**config.mk**
```make
export PLATFORM = sky130hd
export DESIGN_NAME = window_anti_pinch_controller
export DESIGN_NICKNAME = d
export VERILOG_FILES = /design/src/rtl/wapc_pkg.sv /design/src/rtl/wapc_step.sv /design/src/rtl/window_anti_pinch_controller.sv
export SDC_FILE = /design/constraint.sdc
export NUM_CORES = 1
export LEC_CHECK = 0
export ABC_CLOCK_PERIOD_IN_PS = 5300
export BUFFER_PORTS_ARGS = -buffer_cell sky130_fd_sc_hd__buf_4
export CAP_MARGIN = 25
export CORE_UTILIZATION = 62
export DETAILED_ROUTE_END_ITERATION = 8
export PLACE_DENSITY = 0.9
export SETUP_SLACK_MARGIN = 0.2
export SLEW_MARGIN = 20
export SYNTH_ARGS = -nofsm -noshare
export SYNTH_HDL_FRONTEND = slang
export SYNTH_SLANG_ARGS = --single-unit
```
**constraint.sdc**
```tcl
create_clock -name clk -period 5.3 [get_ports clk]
set_input_delay 0.265 -clock clk [delete_from_list [all_inputs] [get_ports clk]]
set_output_delay 0.265 -clock clk [all_outputs]
set_load 0.1 [all_outputs]
```
**src/rtl/wapc_pkg.sv**
```systemverilog
// Shared types and constants for the window anti-pinch controller.
// No dependencies; imported by wapc_step, window_anti_pinch_controller and the testbench.
package wapc_pkg;

  // Window mode, also sent out as the 3-bit window_mode field
  typedef enum logic [2:0] {
    MODE_IDLE    = 3'd0,
    MODE_UP      = 3'd1,
    MODE_DOWN    = 3'd2,
    MODE_REVERSE = 3'd3,
    MODE_BLOCKED = 3'd4
  } mode_t;

  // Switch commands; codes 5..7 act as no command
  localparam logic [2:0] OP_NONE    = 3'd0;
  localparam logic [2:0] OP_UP      = 3'd1;
  localparam logic [2:0] OP_AUTO_UP = 3'd2;
  localparam logic [2:0] OP_DOWN    = 3'd3;
  localparam logic [2:0] OP_STOP    = 3'd4;

  // Configuration register indexes
  localparam logic [2:0] REG_PINCH_LIMIT = 3'd0;
  localparam logic [2:0] REG_DEBOUNCE    = 3'd1;
  localparam logic [2:0] REG_REV_TRAVEL  = 3'd2;
  localparam logic [2:0] REG_SOFT_ZONE   = 3'd3;
  localparam logic [2:0] REG_OPEN_LIMIT  = 3'd4;

  localparam int OPCODE_W = 3;
  localparam int DRIVE_W  = 7;
  localparam int MODE_W   = 3;
  localparam int LIMIT_W  = 16;
  localparam int DEB_W    = 4;
  localparam int TRAVEL_W = 8;
  localparam int ZONE_W   = 12;
  localparam int CFG_IDX_W  = 3;
  localparam int CFG_DATA_W = 16;

  localparam logic [DRIVE_W-1:0] DRIVE_ON  = 7'd100;
  localparam logic [DRIVE_W-1:0] DRIVE_OFF = 7'd0;

  // Reset values of the configuration registers
  localparam logic [LIMIT_W-1:0]  RST_PINCH_LIMIT = 16'd8000;
  localparam logic [DEB_W-1:0]    RST_DEBOUNCE    = 4'd3;
  localparam logic [TRAVEL_W-1:0] RST_REV_TRAVEL  = 8'd60;
  localparam logic [ZONE_W-1:0]   RST_SOFT_ZONE   = 12'd30;
  localparam logic [ZONE_W-1:0]   RST_OPEN_LIMIT  = 12'd1000;

  typedef struct packed {
    logic [LIMIT_W-1:0]  pinch_limit;
    logic [DEB_W-1:0]    debounce;
    logic [TRAVEL_W-1:0] rev_travel;
    logic [ZONE_W-1:0]   soft_zone;
    logic [ZONE_W-1:0]   open_limit;
  } cfg_regs_t;

  // Mode and debounce count carried between ticks
  typedef struct packed {
    mode_t            mode;
    logic [DEB_W-1:0] pinch_count;
  } ctrl_state_t;

endpackage

```
**src/rtl/wapc_step.sv**
```systemverilog
// One control tick of the anti-pinch mode machine, purely combinational.
// Depends on wapc_pkg (mode_t, ctrl_state_t, cfg_regs_t, opcodes).
module wapc_step #(
  parameter int POSITION_BITS = 12,
  parameter int CURRENT_BITS  = 16
) (
  input  wapc_pkg::cfg_regs_t          cfg,
  input  logic [wapc_pkg::OPCODE_W-1:0] opcode,
  input  logic [POSITION_BITS-1:0]     position,
  input  logic [CURRENT_BITS-1:0]      motor_cur,
  input  wapc_pkg::ctrl_state_t        state,
  input  logic [POSITION_BITS:0]       goal,
  output wapc_pkg::ctrl_state_t        state_nxt,
  output logic [POSITION_BITS:0]       goal_nxt,
  output logic [wapc_pkg::DRIVE_W-1:0] drive_up,
  output logic [wapc_pkg::DRIVE_W-1:0] drive_down
);
  import wapc_pkg::*;

  // Compare width that covers both the position and the 12-bit settings
  localparam int CMP_W  = (POSITION_BITS > ZONE_W) ? POSITION_BITS : ZONE_W;
  localparam int GOAL_W = POSITION_BITS + 1;
  localparam int SUM_W  = GOAL_W + 1;

  logic [CMP_W-1:0]   pos_cmp;
  logic [LIMIT_W-1:0] cur_cmp;
  logic [DEB_W-1:0]   need;
  logic               in_zone;
  logic               over_limit;
  logic [DEB_W-1:0]   count_chk;
  logic               pinch;
  logic [SUM_W-1:0]   goal_sum;
  logic [GOAL_W-1:0]  goal_sat;

  assign pos_cmp    = CMP_W'(position);
  assign cur_cmp    = LIMIT_W'(motor_cur);
  assign need       = (cfg.debounce == '0) ? DEB_W'(1) : cfg.debounce;
  assign in_zone    = pos_cmp <= CMP_W'(cfg.soft_zone);
  assign over_limit = cur_cmp > cfg.pinch_limit;

  // Debounce count: saturates at need, cleared in the zone or at or below limit
  always_comb begin
    if (in_zone || !over_limit) begin
      count_chk = '0;
    end else if (state.pinch_count < need) begin
      count_chk = state.pinch_count + DEB_W'(1);
    end else begin
      count_chk = state.pinch_count;
    end
  end

  assign pinch = !in_zone && (count_chk >= need);

  // Reverse goal, saturating instead of wrapping
  assign goal_sum = SUM_W'(position) + SUM_W'(cfg.rev_travel);
  assign goal_sat = goal_sum[SUM_W-1] ? {GOAL_W{1'b1}} : goal_sum[GOAL_W-1:0];

  always_comb begin
    state_nxt  = state;
    goal_nxt   = goal;
    drive_up   = DRIVE_OFF;
    drive_down = DRIVE_OFF;
    case (state.mode)
      MODE_IDLE: begin
        if (opcode == OP_UP || opcode == OP_AUTO_UP) begin
          state_nxt.mode = MODE_UP;
        end else if (opcode == OP_DOWN) begin
          state_nxt.mode = MODE_DOWN;
        end
      end
      MODE_UP: begin
        state_nxt.pinch_count = count_chk;
        if (pinch) begin
          goal_nxt       = goal_sat;
          state_nxt.mode = MODE_REVERSE;
          drive_down     = DRIVE_ON;
        end else if (position == '0 || opcode == OP_STOP) begin
          state_nxt.mode = MODE_IDLE;
        end else begin
          drive_up = DRIVE_ON;
        end
      end
      MODE_REVERSE: begin
        if (GOAL_W'(position) >= goal) begin
          state_nxt.mode = MODE_BLOCKED;
        end else begin
          drive_down = DRIVE_ON;
        end
      end
      MODE_DOWN: begin
        if (opcode == OP_STOP || pos_cmp >= CMP_W'(cfg.open_limit)) begin
          state_nxt.mode = MODE_IDLE;
        end else begin
          drive_down = DRIVE_ON;
        end
      end
      MODE_BLOCKED: begin
        if (opcode == OP_DOWN) begin
          state_nxt.mode = MODE_DOWN;
        end
      end
      default: begin
        state_nxt.mode = MODE_IDLE;
      end
    endcase
  end

endmodule

```
**src/rtl/window_anti_pinch_controller.sv**
```systemverilog
// Top level of the power window anti-pinch controller.
// Depends on wapc_pkg and wapc_step.
//
//  channel | direction | payload                                   | handshake
//  --------+-----------+-------------------------------------------+-------------------
//  in_     | slave     | tdata: opcode, position, motor_cur        | in_tvalid/in_tready
//  out_    | master    | tdata: drive_up, drive_down, window_mode  | out_tvalid/out_tready
//  cfg_    | slave     | cfg_index, cfg_data                       | cfg_valid/cfg_ready
//
// Each request goes through two registers: an input register and a result
// register, with one tick of the mode machine between them. out_tvalid rises
// once the request has moved into the result register; one request is taken
// every cycle while the result register is free or being drained.
// Reset (rst_n low, synchronous) empties both stages, sets mode idle, clears
// the debounce count and the reverse goal and loads the register defaults.
// A stall on out_tready holds the result register; the input register still
// takes a request while the result register is empty or being drained.
// Configuration writes are always accepted and take effect at once.
module window_anti_pinch_controller #(
  parameter int POSITION_BITS = 12,
  parameter int CURRENT_BITS  = 16
) (
  input  logic                            clk,
  input  logic                            rst_n,
  // in_tdata, low bit up: opcode[3], position[POSITION_BITS],
  // motor_cur[CURRENT_BITS], zero fill to whole bytes
  input  logic                            in_tvalid,
  output logic                            in_tready,
  input  logic [((wapc_pkg::OPCODE_W + POSITION_BITS + CURRENT_BITS + 7) / 8) * 8 - 1:0]
                                          in_tdata,
  // out_tdata, low bit up: drive_up[7], drive_down[7], window_mode[3], zero fill
  output logic                            out_tvalid,
  input  logic                            out_tready,
  output logic [23:0]                     out_tdata,
  input  logic                            cfg_valid,
  output logic                            cfg_ready,
  input  logic [wapc_pkg::CFG_IDX_W-1:0]  cfg_index,
  input  logic [wapc_pkg::CFG_DATA_W-1:0] cfg_data
);
  import wapc_pkg::*;

  localparam int GOAL_W  = POSITION_BITS + 1;
  localparam int POS_LO  = OPCODE_W;
  localparam int CUR_LO  = OPCODE_W + POSITION_BITS;
  localparam int OUT_USE = 2 * DRIVE_W + MODE_W;

  // Configuration registers
  cfg_regs_t cfg_r;

  // Input stage
  logic                     s1_valid_r;
  logic [OPCODE_W-1:0]      op_r;
  logic [POSITION_BITS-1:0] pos_r;
  logic [CURRENT_BITS-1:0]  cur_r;

  // Persistent tick state
  ctrl_state_t              state_r;
  ctrl_state_t              state_nxt;
  logic [GOAL_W-1:0]        goal_r;
  logic [GOAL_W-1:0]        goal_nxt;

  // Result stage
  logic                     out_valid_r;
  logic [23:0]              out_data_r;

  logic [DRIVE_W-1:0]       drive_up;
  logic [DRIVE_W-1:0]       drive_down;
  logic                     s1_advance;

  // Stage 1 moves on when the result register is free or being drained
  assign s1_advance = s1_valid_r && (!out_valid_r || out_tready);
  assign in_tready  = !s1_valid_r || s1_advance;
  assign cfg_ready  = 1'b1;
  assign out_tvalid = out_valid_r;
  assign out_tdata  = out_data_r;

  always_ff @(posedge clk) begin
    if (!rst_n) begin
      cfg_r.pinch_limit <= RST_PINCH_LIMIT;
      cfg_r.debounce    <= RST_DEBOUNCE;
      cfg_r.rev_travel  <= RST_REV_TRAVEL;
      cfg_r.soft_zone   <= RST_SOFT_ZONE;
      cfg_r.open_limit  <= RST_OPEN_LIMIT;
    end else if (cfg_valid) begin
      case (cfg_index)
        REG_PINCH_LIMIT: cfg_r.pinch_limit <= cfg_data[LIMIT_W-1:0];
        REG_DEBOUNCE:    cfg_r.debounce    <= cfg_data[DEB_W-1:0];
        REG_REV_TRAVEL:  cfg_r.rev_travel  <= cfg_data[TRAVEL_W-1:0];
        REG_SOFT_ZONE:   cfg_r.soft_zone   <= cfg_data[ZONE_W-1:0];
        REG_OPEN_LIMIT:  cfg_r.open_limit  <= cfg_data[ZONE_W-1:0];
        default: ;  // indexes past the list are dropped
      endcase
    end
  end

  // Input register: control resets, payload does not
  always_ff @(posedge clk) begin
    if (!rst_n) begin
      s1_valid_r <= 1'b0;
    end else if (in_tready) begin
      s1_valid_r <= in_tvalid;
    end
  end

  always_ff @(posedge clk) begin
    if (in_tvalid && in_tready) begin
      op_r  <= in_tdata[OPCODE_W-1:0];
      pos_r <= in_tdata[CUR_LO-1:POS_LO];
      cur_r <= in_tdata[CUR_LO+CURRENT_BITS-1:CUR_LO];
    end
  end

  wapc_step #(
    .POSITION_BITS (POSITION_BITS),
    .CURRENT_BITS  (CURRENT_BITS)
  ) u_step (
    .cfg        (cfg_r),
    .opcode     (op_r),
    .position   (pos_r),
    .motor_cur  (cur_r),
    .state      (state_r),
    .goal       (goal_r),
    .state_nxt  (state_nxt),
    .goal_nxt   (goal_nxt),
    .drive_up   (drive_up),
    .drive_down (drive_down)
  );

  // Mode state commits only when the request moves into the result register
  always_ff @(posedge clk) begin
    if (!rst_n) begin
      state_r.mode        <= MODE_IDLE;
      state_r.pinch_count <= '0;
      goal_r              <= '0;
    end else if (s1_advance) begin
      state_r <= state_nxt;
      goal_r  <= goal_nxt;
    end
  end

  always_ff @(posedge clk) begin
    if (!rst_n) begin
      out_valid_r <= 1'b0;
    end else if (s1_advance) begin
      out_valid_r <= 1'b1;
    end else if (out_tready) begin
      out_valid_r <= 1'b0;
    end
  end

  always_ff @(posedge clk) begin
    if (s1_advance) begin
      out_data_r <= {(24 - OUT_USE)'(0), state_nxt.mode, drive_down, drive_up};
    end
  end

  // Motor is never driven both ways in one result
  a_drive_exclusive: assert property (@(posedge clk) disable iff (!rst_n)
    out_tvalid |-> (out_tdata[6:0] == DRIVE_OFF || out_tdata[13:7] == DRIVE_OFF))
    else $error("drive up and drive down both active");

  // A blocked or idle result never drives the motor
  a_rest_no_drive: assert property (@(posedge clk) disable iff (!rst_n)
    (out_tvalid && (out_tdata[16:14] == MODE_BLOCKED || out_tdata[16:14] == MODE_IDLE))
    |-> (out_tdata[13:0] == '0))
    else $error("drive active in a resting mode");

  // Closing drive only appears while the mode is moving up
  a_up_mode: assert property (@(posedge clk) disable iff (!rst_n)
    (out_tvalid && out_tdata[6:0] != DRIVE_OFF) |-> (out_tdata[16:14] == MODE_UP))
    else $error("closing drive outside moving up");

  // A full input stage behind a stalled result must hold off new requests
  a_backpressure: assert property (@(posedge clk) disable iff (!rst_n)
    (s1_valid_r && out_valid_r && !out_tready) |-> !in_tready)
    else $error("input accepted while pipeline is full");

endmodule

```
==> impl_metrics.csv, run 1 <==
group,metric,value,unit
route,drt_iter0_drc,267,
placement,dpl.cell_count,811,
route,drt-total-wl,13600,µm
floorplan,io_pins,83,
worst_hold_path,holdCritPathClass,"input pin to flip-flop",
yosys,synthMuxAreaShare,2.00,%
cts,clk-insertion-delay-late,0.38,ns
grt,grt_pass1_vias,4880,
cells_and_area,num_antenna_cells,0,
yosys,async_reset_ff_share,0,%
yosys,synth_compound_area_share,15.9,%
cells_and_area,fin_nets,819,
placement,io_buffers,65,
cts,clock_sinks,110,
pwr,p_per_area,256,mW/mm²
worst_setup_path,r2r_slack,1.26,ns
yosys,synth_top_family_by_area,"simple AND/OR/NAND/NOR gates",
timing,rsz0062_at_grt,"false",
worst_setup_path,critPathMaxFanout,18,
worst_setup_path,path_class,"flip-flop to flip-flop",
timing,setup_viol,0,
pwr,leakage,0.00278,µW
run,max_cap_viol_count,0,
grt,grt_first_pass_wirelength,22100,µm
cells_and_area,instances_no_fill,828,
timing,drv_slew,0,
timing,finalCritPeriodShare,76.3,%
route,vias_per_cell,5.92,
cts,hold_buffers,0,
grt,grt_max_degree,75,
worst_setup_path,cp-start-kind,"flip-flop",
grt,antenna_found_initial,0,
cells_and_area,nFillCells,673,
cts,cts_tree,"yes",
route,ant_nets,0,
yosys,syn-cell-area,0.00605,mm²
placement,place_congestion,0.914,
yosys,yosysWarnings,0,
floorplan,die_h,101,µm
timing,max_freq,247,MHz
floorplan,floorplan.initialDensity,64.6,%
cells_and_area,utilization,72.0,%
cts,cts_setup_buffers,0,
yosys,ys_ff_latch,110,
floorplan,dieArea,0.0102,mm²
worst_setup_path,crit_required,5.59,ns
cts,root_buffer,"clkbuf_8",
timing,clock_skew,0.0140,ns
worst_setup_path,endpoint_kind,"flip-flop",
status,status,"finished, final reports clean",
cts,cts_buffer_depth,2,
floorplan,die_w,101,µm
cells_and_area,areaGrowthSynthToFinish,11.5,%
route,wire_per_inst,16.5,µm
cells_and_area,drive_above_1_share,13.3,%
floorplan,num_rows,35,
route,vias,4903,
yosys,synthAdderAreaFrac,14.4,%
timing,hold_viol,0,
cts,cts_buffers,9,
floorplan,coreArea,0.00937,mm²
yosys,ys_types,58,
yosys,synth_edf_count,36,
timing,period_minus_slack,4.04,ns
yosys,synth_xor_area_share,1.74,%
yosys,synth_ff_type,"dfxtp_1",
cts,clk_pin_slew,0.12,ns
timing,max_slew_margin,41.8,%
yosys,yosys.area_share.simple,16.0,%
worst_setup_path,arrival,4.33,ns
grt,grt_usage,28.5,%
placement,hpwlAfterDp,9820,µm
timing,worstMarginPinSlew,0.872,ns
yosys,synth_area_per_cell,9.45,µm²
cts,ctsResizeCount,0,
pwr,peakVddDrop,0.000207,V
route,dr.pass1.iters,5,
yosys,synth_cells,641,
cts,htree_levels,3,
route,drcViolationCount,0,
timing,setup_tns,0,ns
yosys,seq_area_frac_synth,42.3,%
grt,overflow,0,
pwr,p_total,1730,µW
## path summary, 6_finish.rpt
| check | startpoint | endpoint | cells past startpoint |
|---|---|---|---|
| worst max-delay path | pos_r[10] | goal_r[4] | 14 |
| worst min-delay path | in_tdata[24] | cur_r[9] | 1 |
| worst max register to register | pos_r[10] | goal_r[4] | 14 |
| worst min register to register | cfg_r[4] | cfg_r[4] | 2 |
## metal layers
layer,GRT usage [%],vias to the layer above,routed length (µm)
met5,0,-,0
li1,-,2318,-
met4,14.4,0,547
met2,49.6,206,6720
met1,32.8,2318,5420
met3,6.93,61,946
## cell type report
class	count	area, µm²	area share (%)
clock buffer	9	124	1.83
clock inverter	7	86.3	1.28
inverter	60	225	3.34
tap	129	161	2.39
multi-input combinational	446	3090	45.7
sequential	110	2560	38.0
timing repair buffer	67	507	7.51
## report_power, final
part	switching, µW	total [µW]	internal, µW	leakage (µW)
sequential	25.9	927	901	0.000952
combinational	187	284	96.6	0.00173
clock	328	518	190	0.000104
## through the flow
stage | setup WS [ns] | instance area, µm² | hold slack [ns]
after floorplan | 1.91 | 6110 | 0.364
after global placement | 1.45 | 6530 | 0.443
after detailed placement | 1.32 | 6530 | 0.444
after CTS | 1.28 | 6740 | 0.0346
after global routing | 1.07 | 6750 | 0.0190
final | 1.26 | 6750 | 0.0449
## layout by cell type, fill, tap and decap left out, types with 3 or more instances in the layout
| master | count |
|---|---|
| a211oi_1 | 5 |
| a21boi_0 | 27 |
| a21boi_1 | 8 |
| a21o_1 | 11 |
| a21oi_1 | 30 |
| a31oi_1 | 4 |
| a41o_1 | 3 |
| and3_1 | 3 |
| buf_4 | 66 |
| clkbuf_8 | 9 |
| clkinv_8 | 3 |
| conb_1 | 16 |
| dfxtp_1 | 74 |
| edfxtp_1 | 36 |
| ha_1 | 68 |
| inv_1 | 60 |
| mux2i_1 | 11 |
| nand2_1 | 101 |
| nand2b_1 | 3 |
| nand3_1 | 15 |
| nand4_1 | 10 |
| nor2_1 | 13 |
| nor2b_1 | 19 |
| nor3_1 | 3 |
| nor4_1 | 4 |
| o211ai_1 | 20 |
| o21a_1 | 4 |
| o21ai_0 | 11 |
| o21ai_1 | 6 |
| or4_1 | 7 |
| xnor2_1 | 5 |
| xor2_1 | 7 |
## state kept, by name, summed over array words and instances, names as in the netlist
name,cells
s1_valid_r,1
goal_r,13
state_r,7
op_r,3
out_tvalid,1
out_tdata,5
cur_r,16
cfg_r,52
pos_r,12
## critical path, stage by stage (launching register included)
cell	delay [ns]
edfxtp_1	0.61
ha_1	0.41
a21oi_1	0.16
nand2_1	0.07
a21o_1	0.17
o31a_2	0.38
nand3_2	0.16
nor2_1	0.08
ha_1	0.28
a21o_1	0.11
a21o_1	0.11
a21o_1	0.15
and4_1	0.73
mux2_1	0.37
and2_1	0.15
## logic make-up (layout without fill, tap and decap cells)
kind of cell	Yosys count	in the layout
XOR/XNOR	12	12
multiplexers	12	12
AO/OA/AOI/OAI	140	140
adder cells (fa/ha/maj)	69	69
buffers and inverters	99	143
other	2	16
AND/OR/NAND/NOR	197	197
flip-flops	110	110
## synthesized netlist by cell type, types with 10 or more instances
master / instances / area, µm²
edfxtp_1: 36 / 1080
a21o_1: 11 / 82.6
nor2_1: 13 / 48.8
a21boi_0: 27 / 203
nand4_1: 10 / 62.6
o21ai_0: 11 / 55.1
mux2i_1: 11 / 110
nor2b_1: 19 / 119
inv_1: 60 / 225
nand2_1: 101 / 379
nand3_1: 15 / 75.1
dfxtp_1: 74 / 1480
buf_4: 23 / 173
o211ai_1: 20 / 150
clkbuf_1: 15 / 56.3
ha_1: 68 / 851
a21oi_1: 30 / 150
Note: power is estimated with default switching activity, not from simulation.
==> inputs of run 2 (changes only) <==
- ABC_CLOCK_PERIOD_IN_PS: 5300 -> 3400
- CORE_UTILIZATION: 62 -> 52
- PLACE_DENSITY: 0.9 -> 0.81
- clock period: 5.3 -> 3.4 ns (I/O delays scaled with it)
==> run 2 against run 1 <==
Sequential power up 54%. Global-route usage down 2.3 points. Critical path type unchanged. Clock power up 130%. Combinational power up 83%. Via count up 1.8%. Count of clock-buffer cells in the layout unchanged. Critical endpoint unchanged. Final cell count up 8.0%.
==> impl_metrics.csv, run 2 (same netlist as run 1, synthesis figures left out) <==
group,metric,value,unit
status,status,"finished, final reports clean",
timing,hold_viol,0,
placement,place_area,0.00670,mm²
cts,clk_pin_slew,0.07,ns
timing,setup_tns,0,ns
cts,clk-insertion-delay-late,0.36,ns
timing,max_freq,301,MHz
grt,grt_pass1_vias,5091,
timing,max_slew_margin,47.6,%
pwr,p_sw_share,26.5,%
cells_and_area,drive_above_1_share,17.4,%
pwr,p_comb_share,16.5,%
placement,io_buffers,65,
route,wire_per_inst,16.4,µm
cells_and_area,areaGrowthSynthToFinish,23.5,%
route,vias,4993,
route,ant_nets,0,
cells_and_area,multiInputGateArea,0.00319,mm²
cts,clock_sinks,110,
cts,cts_tree,"yes",
placement,hpwlAfterDp,10400,µm
cells_and_area,nFillCells,858,
route,drt_iter0_drc,365,
timing,worstMarginPinSlew,0.787,ns
cells_and_area,largest-register,"cfg_r",
cells_and_area,largest_reg_flops,52,
pwr,power_frac_seq,45.4,%
grt,grt_usage,26.2,%
pwr,leakage,0.00309,µW
grt,grt_first_pass_wirelength,23900,µm
worst_hold_path,holdCritPathClass,"input pin to flip-flop",
cts,htree_levels,3,
floorplan,num_rows,39,
pwr,p_total,3160,µW
cells_and_area,final_area,0.00747,mm²
worst_setup_path,crit_required,3.66,ns
floorplan,dieArea,0.0121,mm²
worst_setup_path,critPathMaxFanout,4,
pwr,p_int,2320,µW
pwr,p_per_area,422,mW/mm²
cts,root_buffer,"clkbuf_16",
run,max_cap_viol_count,0,
pwr,peakVddDrop,0.000236,V
worst_setup_path,endpoint_kind,"flip-flop",
cells_and_area,layout_commonest_cell,"nand2_1",
timing,finalCritPeriodShare,97.8,%
grt,overflow,0,
worst_setup_path,arrival,3.58,ns
grt,antenna_found_initial,0,
cells_and_area,final_cell_mix,"100 x nand2_1, 87 x buf_4, 72 x dfxtp_1",
floorplan,floorplan.initialDensity,53.3,%
cts,cts_buffer_depth,2,
floorplan,coreArea,0.0114,mm²
pwr,power.net_switching,837,µW
floorplan,io_pins,83,
placement,place_congestion,0.886,
timing,setup_viol,0,
cells_and_area,fin_nets,871,
grt,grt_max_degree,75,
cells_and_area,seq_area,0.00256,mm²
timing,period_minus_slack,3.32,ns
timing,rsz0062_at_grt,"true",
cells_and_area,num_antenna_cells,0,
floorplan,die_h,110,µm
route,vias_per_cell,5.59,
pwr,clkPwrFrac,38.1,%
worst_setup_path,path_class,"flip-flop to flip-flop",
cells_and_area,reg.largest.list,"cfg_r: 52 flops, cur_r: 16 flops, goal_r: 13 flops",
timing,drv_slew,0,
route,dr.pass1.iters,4,
worst_setup_path,cp-start-kind,"flip-flop",
floorplan,die_w,110,µm
route,drcViolationCount,0,
route,drt-total-wl,14700,µm
cts,cts_buffers,9,
timing,clock_skew,0.00817,ns
run 2: repair_timing:
action / CTS / global route
hold buffers: 31 / 0
setup buffers: 2 / 1
cloned: 0 / 0
gates resized for setup: 11 / 10
hold endpoints to repair: 31 / 0
endpoints found under the setup margin: 18 / 19
pin swaps: 7 / 5
run 2: cell type report:
class	instances	area share, %
repair buffers	119	13.1
flip-flops and latches	110	34.3
inverters	60	3.01
multi-input cells	446	42.7
clock inverters	7	1.51
well taps	143	2.39
clock buffers	9	3.01
run 2: worst paths after layout:
check	start	cells past startpoint	end	slack [ns]
worst min-delay path	in_tvalid	3	s1_valid_r	0.05
worst min register to register	cfg_r[21]	2	cfg_r[21]	0.46
worst max-delay path	cfg_r[49]	15	goal_r[4]	0.08
worst max register to register	cfg_r[49]	15	goal_r[4]	0.08
run 2: routing by layer:
metal	track usage [%]	up-vias	wire length (µm)	part of all wire (%)
met5	0	-	0	0
met4	16.4	0	701	4.8
met3	4.51	61	668	4.5
met2	43.9	159	7230	49
met1	31.1	2348	6090	41
li1	-	2425	-	-
run 2: per-stage QoR:
| step | hold WS (ns) | worst slack (ns) | instances | utilization [%] |
|---|---|---|---|---|
| 6_report | 0.0533 | 0.0758 | 894 | 65.7 |
| 5_1_grt | 0.0661 | -0.0236 | 894 | 65.7 |
| 4_1_cts | 0.0472 | 0.0676 | 893 | 65.3 |
| 3_5_place_dp | 0.349 | -0.0796 | 844 | 58.9 |
| 3_3_place_gp | 0.349 | 0.0520 | 844 | 58.9 |
| 2_1_floorplan | 0.269 | 0.0486 | 655 | - |
run 2: power by group through the flow:
stage          logic [µW]  clock network (µW)  registers (µW)
3_3_place_gp          450                   0            1460
2_1_floorplan         309                   0            1480
3_5_place_dp          469                   0            1460
4_1_cts               510                1210            1430
5_1_grt               563                1260            1440
6_report              520                1200            1430
run 2: critical path: stages (launching register included):
cell	delay [ns]
dfxtp_2	0.35
inv_1	0.05
ha_1	0.30
nand4_1	0.19
buf_4	0.15
a21oi_2	0.04
or4b_4	0.56
nand4_1	0.10
ha_1	0.23
nand2b_4	0.13
a21o_1	0.15
a21o_1	0.16
a21o_1	0.21
and4_4	0.17
mux2_4	0.29
and2_4	0.15
==> inputs of run 3 (changes only) <==
- ABC_CLOCK_PERIOD_IN_PS: 3400 -> 3050
- clock period: 3.4 -> 3.05 ns (I/O delays scaled with it)
==> run 3 against run 2 <==
The flow now finishes with violations (negative setup slack). Non-clock buffer count is 16 higher. Cell area increased by 0.64%. Die area did not move. Power grew 5.2%. Clock skew grew 0.0039 ns. Maximum frequency fell by 0.81%. Worst setup slack worse by 0.38 ns. Global-route usage up 0.25 points. Hold slack lost 0.016 ns. Critical endpoint unchanged. Largest cell class unchanged.
==> impl_metrics.csv, run 3 (same netlist as run 1, synthesis figures left out) <==
group,metric,value,unit
cts,clock_sinks,110,
route,drt_iter0_drc,283,
grt,grt_usage,26.4,%
route,vias,5108,
cells_and_area,largest_reg_flops,52,
route,wire_per_inst,16.5,µm
floorplan,num_rows,39,
cts,cts_buffer_depth,2,
cells_and_area,seq_area,0.00257,mm²
pwr,clkPwrFrac,34.3,%
cts,clk-insertion-delay-late,0.36,ns
timing,fin_ws,-0.301,ns
timing,worstMarginPinSlew,0.680,ns
cts,clk_pin_slew,0.07,ns
pwr,power.net_switching,945,µW
floorplan,die_w,110,µm
timing,max_freq,298,MHz
grt,grt_first_pass_wirelength,23700,µm
grt,grt_pass1_vias,5004,
status,violations,"negative setup slack",
placement,place_congestion,0.852,
worst_setup_path,endpoint_kind,"flip-flop",
route,vias_per_cell,5.61,
cells_and_area,layout_commonest_cell,"buf_4",
grt,antenna_found_initial,0,
floorplan,dieArea,0.0121,mm²
floorplan,coreArea,0.0114,mm²
floorplan,io_pins,83,
pwr,p_sw_share,28.5,%
cells_and_area,reg.largest.list,"cfg_r: 52 flops, cur_r: 16 flops, goal_r: 13 flops",
timing,finalCritPeriodShare,110,%
cts,htree_levels,3,
pwr,power_frac_seq,48.1,%
cells_and_area,final_area,0.00752,mm²
timing,period_minus_slack,3.35,ns
route,drt-total-wl,15000,µm
cts,cts_tree,"yes",
floorplan,floorplan.initialDensity,53.3,%
worst_setup_path,crit_required,3.30,ns
cells_and_area,fin_nets,887,
status,status,"finished with violations",
timing,setup_viol,18,
cells_and_area,instances_no_fill,910,
cells_and_area,multiInputGateArea,0.00317,mm²
worst_hold_path,holdCritPathClass,"input pin to flip-flop",
route,ant_nets,0,
placement,io_buffers,65,
floorplan,die_h,110,µm
route,dr.pass1.iters,4,
route,drcViolationCount,0,
pwr,p_per_area,441,mW/mm²
cts,cts_buffers,9,
cells_and_area,nFillCells,865,
timing,drv_slew,0,
timing,max_slew_margin,54.7,%
run,max_cap_viol_count,0,
cells_and_area,areaGrowthSynthToFinish,24.2,%
placement,hpwlAfterDp,10800,µm
cells_and_area,num_antenna_cells,0,
pwr,p_int,2370,µW
pwr,p_comb_share,17.6,%
worst_setup_path,arrival,3.61,ns
timing,hold_viol,0,
worst_setup_path,path_class,"flip-flop to flip-flop",
cells_and_area,largest-register,"cfg_r",
timing,clock_skew,0.0121,ns
cells_and_area,drive_above_1_share,18.9,%
pwr,p_total,3320,µW
cts,root_buffer,"clkbuf_16",
pwr,peakVddDrop,0.000305,V
placement,dpl.cell_count,862,
cells_and_area,final_cell_mix,"103 x buf_4, 100 x nand2_1, 70 x dfxtp_1",
worst_setup_path,cp-start-kind,"flip-flop",
grt,grt_max_degree,75,
grt,overflow,0,
pwr,leakage,0.00314,µW
worst_setup_path,critPathMaxFanout,4,
placement,place_area,0.00684,mm²
timing,rsz0062_at_grt,"true",
==> run 3: final timing paths <==
path              depth (start not counted)    endpoint  slack (ns)  startpoint
setup / recovery                         15   goal_r[4]       -0.30   cfg_r[50]
hold / removal                            3  s1_valid_r        0.04   in_tvalid
setup reg to reg                         15   goal_r[4]       -0.30   cfg_r[50]
hold reg to reg                           2   cfg_r[49]        0.47   cfg_r[49]
==> run 3: critical path: stages (launching register included) <==
cell and delay, ns:
dfxtp_1 0.35, inv_1 0.09, ha_4 0.25, nand4_1 0.18, buf_4 0.15, a21oi_1 0.04, or4b_4 0.58, nand4_1 0.09
ha_1 0.22, nand2b_1 0.14, a21o_1 0.17, a21o_1 0.15, a21o_1 0.20, and4_4 0.19, mux2_4 0.29, and2_4 0.15
==> run 3: timing repair <==
| item | in CTS | in global routing |
|---|---|---|
| setup buffers | 1 | 0 |
| hold buffers | 31 | 0 |
| pin swaps | 3 | 3 |
| gates resized for setup | 8 | 8 |
| endpoints found under the setup margin | 19 | 19 |
| endpoints found under the hold margin | 31 | 0 |
==> run 3: stage by stage <==
step                      TNS (ns)  worst slack [ns]  hold slack [ns]  utilization [%]
after CTS                    -4.13            -0.292           0.0275             65.7
after global routing         -6.93            -0.432           0.0455             66.2
after global placement       -3.91            -0.261            0.331             60.1
final                        -4.00            -0.301           0.0375             66.2
after detailed placement     -5.55            -0.343            0.332             60.1
after floorplan              -2.10            -0.301            0.251                -
==> run 3: power by group through the flow <==
stage / logic, µW / clock network, µW / registers (µW)
5_1_grt: 632 / 1220 / 1600
3_3_place_gp: 514 / 0 / 1620
6_report: 585 / 1140 / 1600
3_5_place_dp: 535 / 0 / 1630
4_1_cts: 573 / 1150 / 1590
2_1_floorplan: 344 / 0 / 1650
==> run 3: layout make-up <==
class,count,share of cell area (%)
clock buffers,11,3.23
clock inverters,5,0.532
inverters,60,2.99
multi-input cells,446,42.2
flip-flops and latches,110,34.1
well taps,143,2.38
repair buffers,135,14.6
==> run 3: metal layers <==
| metal | vias up | share of wire, % | global-route usage (%) |
|---|---|---|---|
| li1 | 2455 | - | - |
| met1 | 2446 | 42 | 31.4 |
| met2 | 157 | 49 | 45.4 |
| met3 | 50 | 4.6 | 4.68 |
| met4 | 0 | 4.0 | 14.1 |
| met5 | - | 0 | 0 |
